[config.mk]
export PLATFORM = sky130hd
export DESIGN_NAME = bocc_queue
export DESIGN_NICKNAME = d
export VERILOG_FILES = /design/src/bocc_pkg.sv /design/src/bocc_queue.sv
export SDC_FILE = /design/constraint.sdc
export NUM_CORES = 1
export LEC_CHECK = 0
export BUFFER_PORTS_ARGS = -buffer_cell sky130_fd_sc_hd__buf_2
export CAP_MARGIN = 10
export CORE_AREA = 2 2 123 125
export DETAILED_ROUTE_END_ITERATION = 10
export DIE_AREA = 0 0 125 127
export GPL_TIMING_DRIVEN = 0
export HOLD_SLACK_MARGIN = 0.05
export PLACE_DENSITY = 0.79
export SETUP_SLACK_MARGIN = 0.1
export SLEW_MARGIN = 25
export SYNTH_ARGS = -nofsm -noshare
export SYNTH_HDL_FRONTEND = slang
export SYNTH_SLANG_ARGS = --single-unit
[constraint.sdc]
create_clock -name clk -period 9.8 [get_ports clk]
set_input_delay 1.47 -clock clk [delete_from_list [all_inputs] [get_ports clk]]
set_output_delay 1.47 -clock clk [all_outputs]
set_load 0.01 [all_outputs]
[src/bocc_pkg.sv]
// Shared types, constants and helpers of the box occlusion depth buffer.
`timescale 1ns / 1ps
package bocc_pkg;

	localparam int DEF_SCREEN_WIDTH  = 128;
	localparam int DEF_SCREEN_HEIGHT = 64;

	// Screen coordinates never exceed 1023 for the allowed screen sizes.
	localparam int COORD_W     = 10;
	localparam int QUEUE_DEPTH = 2;
	localparam int NUM_REGS    = 8;

	localparam logic signed [31:0] DEPTH_ONE = 32'sd65536;
	localparam logic signed [63:0] W_EPS     = 64'sd429497;
	localparam logic [31:0]        QUOT_MAX  = 32'h7FFF_FFFF;

	localparam logic [63:0] MAT_RESET [NUM_REGS] = '{
		64'd16777216, 64'd0, 64'd72057594037927936, 64'd0,
		64'd0, 64'd16777216, 64'd0, 64'd72057594037927936
	};

	function automatic int clog2m1(input int n);
		int r;
		begin
			r = $clog2(n);
			return (r < 1) ? 1 : r;
		end
	endfunction

	typedef enum logic [1:0] {
		FUNC_CLEAR = 2'd0,
		FUNC_ADD   = 2'd1,
		FUNC_TEST  = 2'd2,
		FUNC_NOP   = 2'd3
	} func_e;

	typedef enum logic [1:0] {
		OP_CLEAR,
		OP_ADD,
		OP_TEST,
		OP_NONE
	} op_e;

	typedef struct packed {
		func_e              func;
		logic signed [31:0] box_min_x;
		logic signed [31:0] box_min_y;
		logic signed [31:0] box_min_z;
		logic signed [31:0] box_max_x;
		logic signed [31:0] box_max_y;
		logic signed [31:0] box_max_z;
	} req_t;

	typedef struct packed {
		logic occluded;
		logic rect_nonempty;
	} rsp_t;

	// Work handed from the projection front end to the raster back end.
	typedef struct packed {
		op_e                op;
		logic               ok;
		logic [COORD_W-1:0] x0;
		logic [COORD_W-1:0] y0;
		logic [COORD_W-1:0] x1;
		logic [COORD_W-1:0] y1;
		logic signed [31:0] near_d;
		logic signed [31:0] far_d;
	} cmd_t;

	typedef enum logic [3:0] {
		F_IDLE,
		F_INIT,
		F_MUL,
		F_ACC,
		F_WCHK,
		F_DINIT,
		F_DSTEP,
		F_DFIN,
		F_FINAL,
		F_PUSH
	} fstate_e;

	typedef enum logic [2:0] {
		B_CLEAR,
		B_IDLE,
		B_START,
		B_WALK,
		B_DRAIN,
		B_DONE
	} bstate_e;

endpackage

[src/bocc_queue.sv]
// Short command queue between the projection front end and the raster back end.
`timescale 1ns / 1ps
module bocc_queue (
	input  logic            clk,
	input  logic            arst_n,
	input  logic            push,
	input  bocc_pkg::cmd_t  push_data,
	output logic            full,
	input  logic            pop,
	output bocc_pkg::cmd_t  pop_data,
	output logic            empty
);
	import bocc_pkg::*;

	localparam int PW = clog2m1(QUEUE_DEPTH);
	localparam int CW = $clog2(QUEUE_DEPTH + 1);

	cmd_t          slot_q [QUEUE_DEPTH];
	logic [PW-1:0] wptr_q;
	logic [PW-1:0] rptr_q;
	logic [CW-1:0] count_q;

	assign full     = (count_q == CW'(QUEUE_DEPTH));
	assign empty    = (count_q == '0);
	assign pop_data = slot_q[rptr_q];

	always_ff @(posedge clk) begin
		if (push && !full) begin
			slot_q[wptr_q] <= push_data;
		end
	end

	always_ff @(posedge clk or negedge arst_n) begin
		if (!arst_n) begin
			wptr_q  <= '0;
			rptr_q  <= '0;
			count_q <= '0;
		end else begin
			if (push && !full) begin
				wptr_q <= (wptr_q == PW'(QUEUE_DEPTH - 1)) ? '0 : wptr_q + 1'b1;
			end
			if (pop && !empty) begin
				rptr_q <= (rptr_q == PW'(QUEUE_DEPTH - 1)) ? '0 : rptr_q + 1'b1;
			end
			case ({push && !full, pop && !empty})
				2'b10:   count_q <= count_q + 1'b1;
				2'b01:   count_q <= count_q - 1'b1;
				default: count_q <= count_q;
			endcase
		end
	end

endmodule

==> results_dict.tcl <==
set metrics [dict create \
    cts_repair_resize_count 0 \
    stdcell_count 799 \
    detail-route-antenna-nets 0 \
    post-cts-setup-buffer-count 0 \
    drive_gt1_frac 0.618 \
    finalHoldViolCount 0 \
    route.vias.total 4115 \
    fmax_ghz 0.305 \
    num_io_pins 220 \
    fin_hold_ws_ps 505 \
    cts.sinks 218 \
    max-cap-violations 0 \
    tns_ps 0 \
    ff_latch_area_um2 6530 \
    portion_of_the_post_synthesis_area_used_by_sequential_elements 0.817 \
    worst_setup_hold_path_clk_slew_ps 60 \
    detail_route.drc_violations 0 \
    place_congestion 0.738 \
    globalRouteOverflowTotal 0 \
    finalClockSkew_ps 13.6 \
    ys_types 15 \
    vdd.ir_drop.worst_v 0.000213 \
    hold_class "flip-flop to flip-flop" \
    grt_setup_unrepaired "false" \
    syn-mean-instance-area_um2 22.7 \
    tightest_slew_margin_relative_to_the_limit 0.632 \
    ctsHoldBuffers 0 \
    synth.yosys.warnings 0 \
    die_height_um 127 \
    fin_crit_ps 3280 \
    dpl.hpwl_um 10200 \
    final.fill_count 922 \
    areaGrowthSynthToFinish_pct 28.9 \
    site_rows 44 \
    static_leak_nw 3.97 \
    worstPathRequired_ps 8330 \
    synth.largest_area_cell "sky130_fd_sc_hd__edfxtp_1" \
    finalSetupViolCount 0 \
    synth_top_area_frac 0.805 \
    synth.ff_latch_count 218 \
    first_pass_grt_wire_length_um 22900 \
    multi_input_area_um2 1380 \
    worstSetupPathType "flip-flop to output pin" \
    grt_pass1_vias 4321 \
    layout.nets 713 \
    final.period_utilization 0.334 \
    dpl.cell_count 761 \
    first_pass_iters 4 \
    post_synth_instance_area_um2 7990 \
    setup_ws_ps 6520 \
    tritoncts_clock_tree "built" \
    numCtsBuffers 22 \
    finalWirelength_um 15100 \
    die-width_um 125 \
    core_area_um2 14400 \
    clockRootBuffer "sky130_fd_sc_hd__clkbuf_16" \
    critical_path.startpoint_type "flip-flop" \
    floorplan.die_area_um2 15900 \
    timing.final.max_slew_violations 0 \
    netlist_instances 351 \
    htree_levels 1 \
    setup.worst_path.end_class "output pin" \
    globalRouteTotalUtil 0.182 \
    status "finished clean" \
    arrival_ps 1810 \
    initial_antenna_violation_count 0 \
    grt_max_degree 52 \
    initial_core_util 0.554 \
    antenna_cells_inserted 0 \
    clk_latency_worst_skew_pair_ps 490 \
    dpl_worst_slack_ps 6700 \
    fraction_of_the_core_area_covered_by_cells_at_the_end_of_the_flow 0.713 \
    drt_first_iter_violations 163 \
    worst_slew_pin_slew_ps 550 \
    buffers_from_clock_root_to_sink_at_most 3 \
    synth_area_leaders "sky130_fd_sc_hd__edfxtp_1, sky130_fd_sc_hd__mux2_2, sky130_fd_sc_hd__mux2_4" \
    number_of_buffer_cells_added_on_primary_ports 219 \
    avgRoutedWirePerCell_um 18.8 \
    power_per_cell_area_nw_per_um2 309 \
    path_max_fanout 10 \
    viasPerCell 5.15 \
    syn-num-nets 463 \
]
## cells in the mapped netlist
| cell | n |
|---|---|
| sky130_fd_sc_hd__dfrtp_1 | 4 |
| sky130_fd_sc_hd__nand2b_1 | 1 |
| sky130_fd_sc_hd__inv_1 | 1 |
| sky130_fd_sc_hd__xnor2_1 | 3 |
| sky130_fd_sc_hd__buf_2 | 8 |
| sky130_fd_sc_hd__nand2_1 | 1 |
| sky130_fd_sc_hd__and3_1 | 1 |
| sky130_fd_sc_hd__buf_6 | 4 |
| sky130_fd_sc_hd__nor2b_1 | 1 |
| sky130_fd_sc_hd__ha_1 | 1 |
| sky130_fd_sc_hd__mux2_4 | 20 |
| sky130_fd_sc_hd__edfxtp_1 | 214 |
| sky130_fd_sc_hd__mux2_2 | 87 |
| sky130_fd_sc_hd__xor2_1 | 2 |
| sky130_fd_sc_hd__nor2_1 | 3 |
## worst paths after layout
check | startpoint | endpoint | slack (ps) | cells past startpoint
setup reg to reg | count_q[0] | slot_q[0][65] | 7660 | 6
hold reg to reg | count_q[1] | count_q[1] | 510 | 1
setup / recovery | rptr_q | pop_data[66] | 6520 | 5
min in group asynchronous | arst_n | count_q[0] | 770 | 1
max in group asynchronous | arst_n | rptr_q | 8900 | 1
hold / removal | count_q[1] | count_q[1] | 510 | 1
## critical path: stages, from the launching register on
cell                      delay (ps)
sky130_fd_sc_hd__dfrtp_1         330
sky130_fd_sc_hd__buf_6           150
sky130_fd_sc_hd__buf_6           170
sky130_fd_sc_hd__buf_6           200
sky130_fd_sc_hd__mux2_4          320
sky130_fd_sc_hd__buf_2           150
## sequential cells by signal (all words and copies together), names as in the netlist
signal	flops
slot_q	214
count_q	2
rptr_q	1
wptr_q	1
## routing by layer
metal / routed length (µm) / track usage / share of wire / vias to the layer above
met2: 7840 / 0.312 / 0.52 / 158
met1: 5880 / 0.236 / 0.39 / 2053
li1: - / - / - / 1887
met4: 154 / 0.0418 / 0.010 / 0
met3: 1190 / 0.0482 / 0.079 / 17
met5: 0 / 0 / 0 / -
## area by class of cell
class / count / share of cell area
Buffer: 12 / 0.00827
Clock buffer: 25 / 0.0567
Clock inverter: 13 / 0.0186
Inverter: 1 / 0.000365
Multi-Input combinational cell: 120 / 0.134
Sequential cell: 218 / 0.634
Tap cell: 184 / 0.0224
Timing Repair Buffer: 226 / 0.125
## power by group
part	total, mW	internal, mW	switching, mW
combinational	0.973	0.471	0.502
sequential	1.33	1.27	0.0525
clock	0.882	0.557	0.325
total	3.18	2.30	0.879
## per-stage QoR
step                area (µm²)  power, mW
finish                   10300       3.18
global route             10300       3.32
CTS                      10300       3.22
detailed placement        9520       2.32
global placement          9310       2.27
floorplan                 7990       1.95
## cells in the final DEF, fill, tap and decap left out
cell type and count:
sky130_fd_sc_hd__bufinv_16 5, sky130_fd_sc_hd__nor2_4 1, sky130_fd_sc_hd__clkinv_2 3, sky130_fd_sc_hd__nor2b_1 1
sky130_fd_sc_hd__clkinvlp_4 2, sky130_fd_sc_hd__xor2_1 2, sky130_fd_sc_hd__and3_4 1, sky130_fd_sc_hd__dfrtp_1 4
sky130_fd_sc_hd__nand2_1 1, sky130_fd_sc_hd__buf_2 227, sky130_fd_sc_hd__clkbuf_16 23, sky130_fd_sc_hd__mux2_4 20
sky130_fd_sc_hd__ha_1 1, sky130_fd_sc_hd__inv_1 1, sky130_fd_sc_hd__mux2_2 87, sky130_fd_sc_hd__nor2_1 2
sky130_fd_sc_hd__xnor2_1 3, sky130_fd_sc_hd__edfxtp_1 214, sky130_fd_sc_hd__clkbuf_1 2, sky130_fd_sc_hd__clkinv_1 3
sky130_fd_sc_hd__buf_6 4, sky130_fd_sc_hd__nand2b_1 1, sky130_fd_sc_hd__buf_16 7
## kinds of logic after synthesis
kind of cell  after synthesis  share of synthesized area
flops                     218                      0.817
mux                       107                      0.160
buf+inv                    13                     0.0111
simple gates                7                    0.00423
xor+xnor                    5                    0.00549
fa+ha+maj                   1                    0.00157
No activity file was read; power rests on OpenSTA's default activity.
